$ cat src/rtl/core/tibd_pkg.sv
// tibd_pkg: shared types and constants of the tape image block deframer
// holds the request and result structs, kind codes, flag bits and parser state type
// no dependencies
package tibd_pkg;

    localparam int LEN_BITS   = 24;
    localparam int BLK_BITS   = 16;
    localparam int SOFAR_BITS = LEN_BITS + 1;

    localparam logic [LEN_BITS-1:0] MAX_LEN_RESET = LEN_BITS'(65535);

    localparam logic [1:0] KIND_DATA      = 2'd0;
    localparam logic [1:0] KIND_EMPTY_END = 2'd1;
    localparam logic [1:0] KIND_TAPEMARK  = 2'd2;
    localparam logic [1:0] KIND_ERROR     = 2'd3;

    // bit positions within flags1
    localparam int FLAG_START_BIT  = 7;
    localparam int FLAG_TMARK_BIT  = 6;
    localparam int FLAG_ENDREC_BIT = 5;

    typedef struct packed {
        logic [7:0] stream_byte;
        logic       end_of_stream;
    } tibd_in_t;

    typedef struct packed {
        logic [1:0]          kind;
        logic [7:0]          payload_byte;
        logic                record_last;
        logic [LEN_BITS-1:0] record_length;
    } tibd_out_t;

    typedef struct packed {
        logic [2:0]            hdr_pos;
        logic [BLK_BITS-1:0]   blk_len;
        logic [7:0]            blk_flags;
        logic                  in_record;
        logic                  in_payload;
        logic [BLK_BITS-1:0]   left;
        logic [SOFAR_BITS-1:0] sofar;
    } tibd_state_t;

    localparam tibd_state_t STATE_CLEAR = '0;

    typedef struct packed {
        logic      has_result;
        tibd_out_t result;
    } tibd_step_t;

endpackage

$ cat src/rtl/core/tibd_in_reg.sv
// tibd_in_reg: input register stage of the deframer
// captures one request and holds it until the parser advances; uses tibd_pkg
module tibd_in_reg (
    input  logic              aclk,
    input  logic              aresetn,
    input  logic              s_valid,
    output logic              s_ready,
    input  tibd_pkg::tibd_in_t s_data,
    input  logic              advance,
    output logic              in_valid,
    output tibd_pkg::tibd_in_t in_data
);
    import tibd_pkg::*;

    logic     valid_reg;
    logic     valid_next;
    tibd_in_t data_reg;

    assign s_ready    = !valid_reg || advance;
    assign valid_next = s_valid ? 1'b1 : (valid_reg && !advance);

    always_ff @(posedge aclk) begin
        if (!aresetn) begin
            valid_reg <= 1'b0;
        end else begin
            valid_reg <= valid_next;
        end
    end

    always_ff @(posedge aclk) begin
        if (s_valid && s_ready) begin
            data_reg <= s_data;
        end
    end

    assign in_valid = valid_reg;
    assign in_data  = data_reg;

endmodule

$ cat src/rtl/core/tibd_parser.sv
// tibd_parser: header collection, payload counting and record checks
// holds the record state and forms at most one result per request; uses tibd_pkg
module tibd_parser (
    input  logic                          aclk,
    input  logic                          aresetn,
    input  tibd_pkg::tibd_in_t            in_data,
    input  logic                          advance,
    input  logic [tibd_pkg::LEN_BITS-1:0] max_len,
    output tibd_pkg::tibd_step_t          step
);
    import tibd_pkg::*;

    localparam logic [2:0] HDR_LEN_LO = 3'd0;
    localparam logic [2:0] HDR_LEN_HI = 3'd1;
    localparam logic [2:0] HDR_FLAGS1 = 3'd4;
    localparam logic [2:0] HDR_LAST   = 3'd5;

    tibd_state_t st_reg;
    tibd_state_t st_next;

    logic [BLK_BITS-1:0]   left_dec;
    logic [SOFAR_BITS-1:0] sum;
    logic                  len_zero;
    logic                  f_start;
    logic                  f_tmark;
    logic                  f_endrec;

    assign left_dec = st_reg.left - BLK_BITS'(1);
    assign sum      = st_reg.sofar + SOFAR_BITS'(st_reg.blk_len);
    assign len_zero = (st_reg.blk_len == '0);
    assign f_start  = st_reg.blk_flags[FLAG_START_BIT];
    assign f_tmark  = st_reg.blk_flags[FLAG_TMARK_BIT];
    assign f_endrec = st_reg.blk_flags[FLAG_ENDREC_BIT];

    always_comb begin
        st_next         = st_reg;
        step            = '0;
        step.has_result = 1'b0;
        if (in_data.end_of_stream) begin
            st_next          = STATE_CLEAR;
            step.has_result  = 1'b1;
            step.result.kind = KIND_ERROR;
        end else if (st_reg.in_payload) begin
            st_next.left             = left_dec;
            step.has_result          = 1'b1;
            step.result.kind         = KIND_DATA;
            step.result.payload_byte = in_data.stream_byte;
            if (left_dec == '0) begin
                st_next.in_payload = 1'b0;
                if (f_endrec) begin
                    st_next                   = STATE_CLEAR;
                    step.result.record_last   = 1'b1;
                    step.result.record_length = st_reg.sofar[LEN_BITS-1:0];
                end
            end
        end else begin
            st_next.hdr_pos = st_reg.hdr_pos + 3'd1;
            unique case (st_reg.hdr_pos)
                HDR_LEN_LO: begin
                    st_next.blk_len = {8'h00, in_data.stream_byte};
                end
                HDR_LEN_HI: begin
                    st_next.blk_len = {in_data.stream_byte, st_reg.blk_len[7:0]};
                end
                HDR_FLAGS1: begin
                    st_next.blk_flags = in_data.stream_byte;
                end
                HDR_LAST: begin
                    st_next.hdr_pos = '0;
                    if (!st_reg.in_record && len_zero && f_tmark) begin
                        st_next          = STATE_CLEAR;
                        step.has_result  = 1'b1;
                        step.result.kind = KIND_TAPEMARK;
                    end else if ((!st_reg.in_record && !f_start) || f_tmark
                                 || (sum > SOFAR_BITS'(max_len))) begin
                        st_next          = STATE_CLEAR;
                        step.has_result  = 1'b1;
                        step.result.kind = KIND_ERROR;
                    end else begin
                        st_next.in_record = 1'b1;
                        st_next.sofar     = sum;
                        if (!len_zero) begin
                            st_next.in_payload = 1'b1;
                            st_next.left       = st_reg.blk_len;
                        end else if (f_endrec) begin
                            // empty final block closes the record
                            st_next                   = STATE_CLEAR;
                            step.has_result           = 1'b1;
                            step.result.kind          = KIND_EMPTY_END;
                            step.result.record_last   = 1'b1;
                            step.result.record_length = sum[LEN_BITS-1:0];
                        end
                    end
                end
                default: begin
                end
            endcase
        end
    end

    always_ff @(posedge aclk) begin
        if (!aresetn) begin
            st_reg <= STATE_CLEAR;
        end else if (advance) begin
            st_reg <= st_next;
        end
    end

endmodule

$ cat src/rtl/core/tibd_out_reg.sv
// tibd_out_reg: result register of the deframer
// holds one result until the consumer takes it; uses tibd_pkg
module tibd_out_reg (
    input  logic                aclk,
    input  logic                aresetn,
    input  logic                load,
    input  tibd_pkg::tibd_out_t load_data,
    output logic                can_load,
    output logic                m_valid,
    input  logic                m_ready,
    output tibd_pkg::tibd_out_t m_data
);
    import tibd_pkg::*;

    logic      valid_reg;
    logic      valid_next;
    tibd_out_t data_reg;

    assign can_load   = !valid_reg || m_ready;
    assign valid_next = load ? 1'b1 : (valid_reg && !m_ready);

    always_ff @(posedge aclk) begin
        if (!aresetn) begin
            valid_reg <= 1'b0;
        end else begin
            valid_reg <= valid_next;
        end
    end

    always_ff @(posedge aclk) begin
        if (load) begin
            data_reg <= load_data;
        end
    end

    assign m_valid = valid_reg;
    assign m_data  = data_reg;

endmodule

$ cat src/rtl/core/tape_image_block_deframer.sv
// tape_image_block_deframer: byte-wide tape image block header parser
// a request is held in the input register, then its result is loaded into the result register
// throughput: one byte per cycle while the result register can take each result; the parser updates its state per byte
// reset: synchronous active low aresetn clears all record state and both valid flags,
// max_len_reg returns to 65535; depends on tibd_pkg, tibd_in_reg, tibd_parser, tibd_out_reg
module tape_image_block_deframer (
    input  logic                          aclk,
    input  logic                          aresetn,
    input  logic                          s_valid,
    output logic                          s_ready,
    input  tibd_pkg::tibd_in_t            s_data,
    output logic                          m_valid,
    input  logic                          m_ready,
    output tibd_pkg::tibd_out_t           m_data,
    input  logic                          cfg_valid,
    output logic                          cfg_ready,
    input  logic [tibd_pkg::LEN_BITS-1:0] cfg_data
);
    import tibd_pkg::*;

    logic                in_valid;
    tibd_in_t            in_data;
    logic                advance;
    logic                can_load;
    tibd_step_t          step;
    logic [LEN_BITS-1:0] max_len_reg;

    assign cfg_ready = 1'b1;

    always_ff @(posedge aclk) begin
        if (!aresetn) begin
            max_len_reg <= MAX_LEN_RESET;
        end else if (cfg_valid) begin
            max_len_reg <= cfg_data;
        end
    end

    // a request with no result moves on even while the result register is full
    assign advance = in_valid && (!step.has_result || can_load);

    tibd_in_reg u_in (
        .aclk     (aclk),
        .aresetn  (aresetn),
        .s_valid  (s_valid),
        .s_ready  (s_ready),
        .s_data   (s_data),
        .advance  (advance),
        .in_valid (in_valid),
        .in_data  (in_data)
    );

    tibd_parser u_parser (
        .aclk    (aclk),
        .aresetn (aresetn),
        .in_data (in_data),
        .advance (advance),
        .max_len (max_len_reg),
        .step    (step)
    );

    tibd_out_reg u_out (
        .aclk      (aclk),
        .aresetn   (aresetn),
        .load      (advance && step.has_result),
        .load_data (step.result),
        .can_load  (can_load),
        .m_valid   (m_valid),
        .m_ready   (m_ready),
        .m_data    (m_data)
    );

endmodule

$ cat config.mk
export PLATFORM = sky130hd
export DESIGN_NAME = tape_image_block_deframer
export DESIGN_NICKNAME = d
export VERILOG_FILES = /design/src/rtl/core/tibd_pkg.sv /design/src/rtl/core/tibd_in_reg.sv /design/src/rtl/core/tibd_parser.sv /design/src/rtl/core/tibd_out_reg.sv /design/src/rtl/core/tape_image_block_deframer.sv
export SDC_FILE = /design/constraint.sdc
export NUM_CORES = 1
export LEC_CHECK = 0
export BUFFER_PORTS_ARGS = -buffer_cell sky130_fd_sc_hd__buf_4
export CORE_ASPECT_RATIO = 1.2
export CORE_UTILIZATION = 65
export CTS_BUF_LIST = sky130_fd_sc_hd__clkbuf_8
export CTS_CLUSTER_SIZE = 28
export DETAILED_ROUTE_END_ITERATION = 16
export PLACE_DENSITY_LB_ADDON = 0.25
export REMOVE_ABC_BUFFERS = 1
export SLEW_MARGIN = 20
export SYNTH_ARGS = -nofsm -noshare
export SYNTH_HDL_FRONTEND = slang
export SYNTH_SLANG_ARGS = --single-unit
export TNS_END_PERCENT = 10
$ cat constraint.sdc
create_clock -name aclk -period 12.8 [get_ports aclk]
set_clock_uncertainty 0.2 [all_clocks]
set_input_delay 0.64 -clock aclk [delete_from_list [all_inputs] [get_ports aclk]]
set_output_delay 0.64 -clock aclk [all_outputs]
set_load 0.02 [all_outputs]
==> results of run 1 <==
## synth_stat cells, types with 18 or more instances
cell type,count
a21oi_1,34
a22o_1,18
a22oi_1,20
clkbuf_1,38
dfxtp_1,91
edfxtp_1,44
ha_1,42
inv_1,43
mux2i_1,29
nand2_1,76
nand3_1,35
nor2_1,60
nor3_1,21
o211ai_1,35
o21ai_0,36
## layer usage
metal | wire, um | up-vias | share of wire | global-route usage
met2 | 10600 | 361 | 0.49 | 0.620
met5 | 0 | - | 0 | 0
met3 | 1530 | 87 | 0.071 | 0.0824
li1 | - | 3229 | - | -
met1 | 8280 | 3341 | 0.39 | 0.417
met4 | 1040 | 0 | 0.048 | 0.217
## metrics by stage
stage                     setup slack, ps  total power, mW
after floorplan                      5980            0.523
final                                6190            0.920
after detailed placement             6340            0.563
after CTS                            6290            0.924
after global routing                 5830            0.950
after global placement               6530            0.560
## layout make-up
type / count / area, sq um / share of cell area
multi-input cells: 614 / 4220 / 0.482
flip-flops and latches: 135 / 3140 / 0.359
repair buffers: 83 / 623 / 0.0712
clock buffers: 17 / 234 / 0.0267
well taps: 157 / 196 / 0.0225
clock inverters: 15 / 174 / 0.0199
inverters: 43 / 161 / 0.0184
## cells by family after synthesis
family,count (synthesis),synth area share
fa+ha+maj,43,0.0708
buf+inv,91,0.0468
mux,29,0.0377
compound gates,227,0.212
flops,135,0.408
simple gates,290,0.197
xor+xnor,24,0.0273
other cells,1,0.000487
## power breakdown
group	internal (mW)	switching, mW
Combinational	0.0350	0.0580
Clock	0.165	0.199
Sequential	0.454	0.00820
Total	0.654	0.265
## how the worst min path moves through the flow
stage	start	end	slack [ps]	depth (start not counted)
CTS	s_data[6]	u_in.in_data[6]	120	1
global route	s_data[6]	u_in.in_data[6]	120	1
detailed placement	u_parser.f_start	u_parser.f_start	270	2
global placement	u_parser.f_start	u_parser.f_start	250	2
floorplan	u_parser.f_start	u_parser.f_start	240	2
finish	s_data[0]	u_in.in_data[0]	140	1
==> results.tsv, run 1 <==
stage	metric	value	unit
route	via_per_inst	6.60	
setup_path	cp-start-kind	register	
timing	tightest_slew	1160	ps
setup_path	worst_path_dominant_cell_family	compound AO/OA/AOI/OAI gates	
layout	design_area	0.00875	sq mm
placement	dp_cells	1032	
timing	max_freq	151	MHz
route	wl_per_cell	20.2	um
synthesis	synth_edf_count	44	
synthesis	synthDistinctLibCells	76	
global_routing	grt_use_total	0.365	
setup_path	r2r_cells	18	
floorplan	core	0.0116	sq mm
layout	layout.nets	975	
synthesis	yosysTopAreaCell	dfxtp_1	
flow_run	cap_violations	0	
timing	fin_crit	6610	ps
layout	n_fill_cell	822	
outcome	status	finished clean	
route	remaining_drc_errors	0	
floorplan	pin_count	76	
timing	rsz0062_at_grt	false	
route	ant_nets	0	
floorplan	die_y	121	um
setup_path	crit_start	u_parser.st_reg[52]	
synthesis	synth_top_area_share	0.237	
synthesis	synth_seq_cells	135	
layout	diodes	0	
placement	port_buffers	74	
placement	gp_congestion	0.936	
setup_path	cp_num_buf_inv	2	
timing	setup_tns	0	ps
setup_path	slowest_delay	760	ps
setup_path	rrSetupSlack	6190	ps
global_routing	grt-ovfl-total	0	
setup_path	cp.arrival	6570	ps
synthesis	synthTopCellsByArea	dfxtp_1 (24%), edfxtp_1 (17%), ha_1 (6.8%)	
route	firstDrtPassIters	6	
route	via_count	7018	
floorplan	initial_utilization	0.666	
timing	maxSlewViolCount	0	
synthesis	synthArstFlopShare	0	
power	ir_drop	0.0941	mV
clock_network	cts_tree	done	
clock_network	cts_setup_buffers	0	
layout	largest_reg_flops	62	
setup_path	path_cells	ha_1 > a211oi_1 > o21ai_0 > and3_1 > a221o_1 > a21boi_0 > nor3_1 > xor2_1 > ha_1 > a211oi_1 > o21a_1 > o21ai_0 > nor4_1 > o211ai_1 > buf_4 > o21a_1 > a21oi_4 > buf_4	
global_routing	grt_start_max_net_pins	78	
timing	whs	136	ps
timing	hold_violations	0	
layout	utilization	0.756	
global_routing	antenna_found_initial	0	
synthesis	syn_area	0.00770	sq mm
placement	placed_cell_area	0.00834	sq mm
synthesis	seq_area_frac_synth	0.408	
clock_network	hold_buffers	0	
setup_path	slowest_stage	a21oi_4	
clock_network	root_buffer	clkbuf_8	
floorplan	std_cell_rows	43	
synthesis	avgSynthCellArea	9.17	sq um
setup_path	crit_fanout	25	
timing	slew_headroom	0.223	
timing	finalCritPeriodShare	0.516	
route	finalWirelength	21500	um
synthesis	ys_warn_count	0	
clock_network	htreeDepth	4	
clock_network	cts_buffers	17	
layout	most-common-layout-cells	dfxtp_1 (91), buf_4 (83), nand2_1 (76)	
clock_network	clkLatencyLatePin	470	ps
timing	setup_viol	0	
global_routing	grt_pass1_vias	6868	
power	p_leak	3.52	nW
setup_path	crit_path_end	u_out.m_data[12]	
floorplan	fp.dieArea	0.0123	sq mm
setup_path	required	12760	ps
clock_network	cts_resized	0	
setup_path	r2r-start	u_parser.st_reg[52]	
clock_network	path_clk_slew	90	ps
power	powerDensity	105	mW/mm^2
min_path	hold_class	primary input to register	
route	drtIter0Drc	517	
layout	final_common_cell	dfxtp_1	
synthesis	synth_top_flop_cell	dfxtp_1	
placement	dpl.hpwl	15300	um
synthesis	synthCells	840	
setup_path	path_depth	18	
setup_path	worstSetupPathType	register to register	
layout	area_growth	13.6	%
floorplan	die_x	101	um
global_routing	grt_pass1_wl	33900	um
setup_path	rr_endpoint	u_out.m_data[12]	
layout	final_cells	1064	
clock_network	clock-sinks	135	
layout	drive_above_1_share	0.144	
setup_path	cp-end-kind	register	
clock_network	max-clock-path-buffers	2	
Power figures use the tool's default switching activity.
==> run 2, diff against run 1 <==
--- a/config.mk
+++ b/config.mk
@@ -7,7 +7,7 @@
 export LEC_CHECK = 0
 export BUFFER_PORTS_ARGS = -buffer_cell sky130_fd_sc_hd__buf_4
 export CORE_ASPECT_RATIO = 1.2
-export CORE_UTILIZATION = 65
+export CORE_UTILIZATION = 56
 export CTS_BUF_LIST = sky130_fd_sc_hd__clkbuf_8
 export CTS_CLUSTER_SIZE = 28
 export DETAILED_ROUTE_END_ITERATION = 16
==> constraint.sdc (replaced) <==
create_clock -name aclk -period 5.4 [get_ports aclk]
set_clock_uncertainty 0.2 [all_clocks]
set_input_delay 0.27 -clock aclk [delete_from_list [all_inputs] [get_ports aclk]]
set_output_delay 0.27 -clock aclk [all_outputs]
set_load 0.02 [all_outputs]
==> results.tsv, run 2 (synthesis results as in run 1) <==
stage	metric	value	unit	change
layout	seqCellArea	0.00315	sq mm	+0.16%
setup_path	cp-end-kind	primary output		
clock_network	clock-sinks	135		unchanged
power	powerDensity	224	mW/mm^2	+110%
floorplan	core	0.0133	sq mm	+15%
layout	n_fill_cell	964		+17%
clock_network	max-clock-path-buffers	2		unchanged
power	p_clk_frac	0.373		-0.023
setup_path	worst_path_dominant_cell_family	compound AO/OA/AOI/OAI gates		
clock_network	clkLatencyLatePin	480	ps	about the same
timing	hold_violations	0		unchanged
global_routing	antenna_found_initial	0		unchanged
clock_network	path_clk_slew	90	ps	about the same
floorplan	initial_utilization	0.579		-0.0865
setup_path	r2r-start	u_parser.st_reg[1]		
layout	layout.nets	1058		+8.5%
power	sw_frac_of_total	0.294		+0.00591
layout	diodes	0		unchanged
setup_path	crit_start	u_parser.st_reg[1]		
clock_network	htreeDepth	4		unchanged
route	wl_per_cell	19.8	um	-1.8%
placement	port_buffers	74		unchanged
setup_path	slowest_delay	360	ps	-400 ps
route	remaining_drc_errors	0		unchanged
route	via_count	7208		+2.7%
flow_run	cap_violations	0		unchanged
placement	dp_slack	-212	ps	-6550 ps
timing	fin_crit	5280	ps	
route	ant_nets	0		unchanged
clock_network	cts_tree	done		
timing	tightest_slew	861	ps	-297 ps
global_routing	grt-ovfl-total	0		unchanged
clock_network	root_buffer	clkbuf_8		
outcome	status	finished clean		
setup_path	crit_fanout	4		-84%
placement	dpl.hpwl	15700	um	+2.8%
setup_path	cp.arrival	4810	ps	-1760 ps
setup_path	path_cells	ha_1 > a211oi_2 > o21ai_1 > and3_4 > a221oi_2 > o21ai_0 > a21o_1 > and2_1 > ha_1 > o21ai_0 > nor2_1 > or3_1 > nor4_2 > o211ai_1 > o21bai_1 > buf_4 > a21oi_2 > buf_4 > inv_1 > buf_4		
route	firstDrtPassIters	5		-1
floorplan	std_cell_rows	46		+7.0%
route	dr_wl_met2	11400	um	+7.4%
global_routing	grt_pass1_vias	7056		+2.7%
route	drtIter0Drc	639		+24%
timing	max_freq	189	MHz	
setup_path	path_common_cell	buf_4		
route	dr.max_layer_used	met4		
power	p_int	1.53	mW	+130%
timing	finalCritPeriodShare	0.978		
setup_path	slowest_stage	ha_1		
min_path	hold_class	primary input to register		
route	via_per_inst	6.22		-5.6%
layout	design_area	0.00966	sq mm	+10%
layout	final_cells	1158		+8.8%
route	dr_wl_met3	1410	um	-7.5%
layout	multi_input_area	0.00438	sq mm	+3.9%
global_routing	grt_start_max_net_pins	78		unchanged
layout	final_common_cell	buf_4		
floorplan	fp.dieArea	0.0142	sq mm	+16%
power	p_leak	3.91	nW	+11%
global_routing	grt_pass1_wl	35600	um	+4.9%
layout	drive_above_1_share	0.211		+0.0667
layout	area_growth	25.4	%	
power	p_switching	0.637	mW	+140%
floorplan	die_y	130	um	+7.6%
route	wl_met1	9050	um	+9.3%
min_path	min_from	cfg_valid		
placement	dp_cells	1084		+5.0%
floorplan	pin_count	76		unchanged
setup_path	required	4930	ps	-7830 ps
setup_path	cp-start-kind	register		
placement	gp_congestion	0.915		-2.3%
route	finalWirelength	23000	um	+6.9%
setup_path	cp_num_buf_inv	4		+2
timing	layout_setup_ws	118	ps	-6070 ps
timing	setup_viol	0		unchanged
power	power_frac_seq	0.506		+0.003
layout	most-common-layout-cells	buf_4 (127), dfxtp_1 (87), nand2_1 (75)		
placement	placed_cell_area	0.00871	sq mm	+4.5%
global_routing	grt_use_total	0.329		-0.0364
power	ir_drop	0.191	mV	+100%
layout	largest_reg_flops	62		unchanged
setup_path	worstSetupPathType	register to primary output		
timing	slew_headroom	0.422		+0.199
clock_network	cts_buffers	17		unchanged
floorplan	die_x	109	um	+7.6%
timing	maxSlewViolCount	0		unchanged
power	power_frac_comb	0.120		+0.019
## run 2: layout make-up
type / count / area share
flip-flops and latches: 135 / 0.326
clock buffers: 17 / 0.0242
multi-input cells: 614 / 0.454
clock inverters: 15 / 0.0141
inverters: 43 / 0.0167
well taps: 168 / 0.0218
repair buffers: 166 / 0.143
## run 2: final timing paths
kind	endpoint	slack (ps)	cells past startpoint
worst max-delay path	s_ready	120	20
worst max register to register	u_out.m_data[13]	150	19
worst min register to register	u_parser.f_start	280	2
worst min-delay path	max_len_reg[7]	90	3
## run 2: tightest hold or removal path, delay by kind of cell
family	cells	cell delay (ps)
buffers and inverters	1	250
AOI/OAI and AO/OA	1	70
and+or+nand+nor	1	110
## run 2: metrics by stage
stage,utilization,hold WS [ps],setup TNS (ps),total power [mW]
detailed placement,0.655,249,-7750,1.35
global placement,0.655,247,-4220,1.34
global route,0.726,112,-1190,2.24
floorplan,-,132,-51930,1.24
finish,0.726,86.6,0,2.16
CTS,0.712,83.5,-103,2.16
## run 2: power by group through the flow
stage	Sequential, mW	Combinational, mW	Clock, mW
floorplan	1.13	0.112	0
global placement	1.12	0.222	0
detailed placement	1.12	0.228	0
CTS	1.09	0.252	0.815
global route	1.10	0.279	0.862
finish	1.10	0.260	0.807
## run 2: metal layers
metal / GRT usage / vias up
li1: - / 3393
met2: 0.568 / 317
met5: 0 / -
met3: 0.0675 / 86
met1: 0.381 / 3412
met4: 0.177 / 0
## run 2: timing repair
item / in CTS / in global routing
hold endpoints to repair: 35 / 0
hold buffers: 35 / 0
resized for setup: 4 / 37
pin swaps: 2 / 13
setup endpoints to repair: 98 / 134
setup buffers: 4 / 3
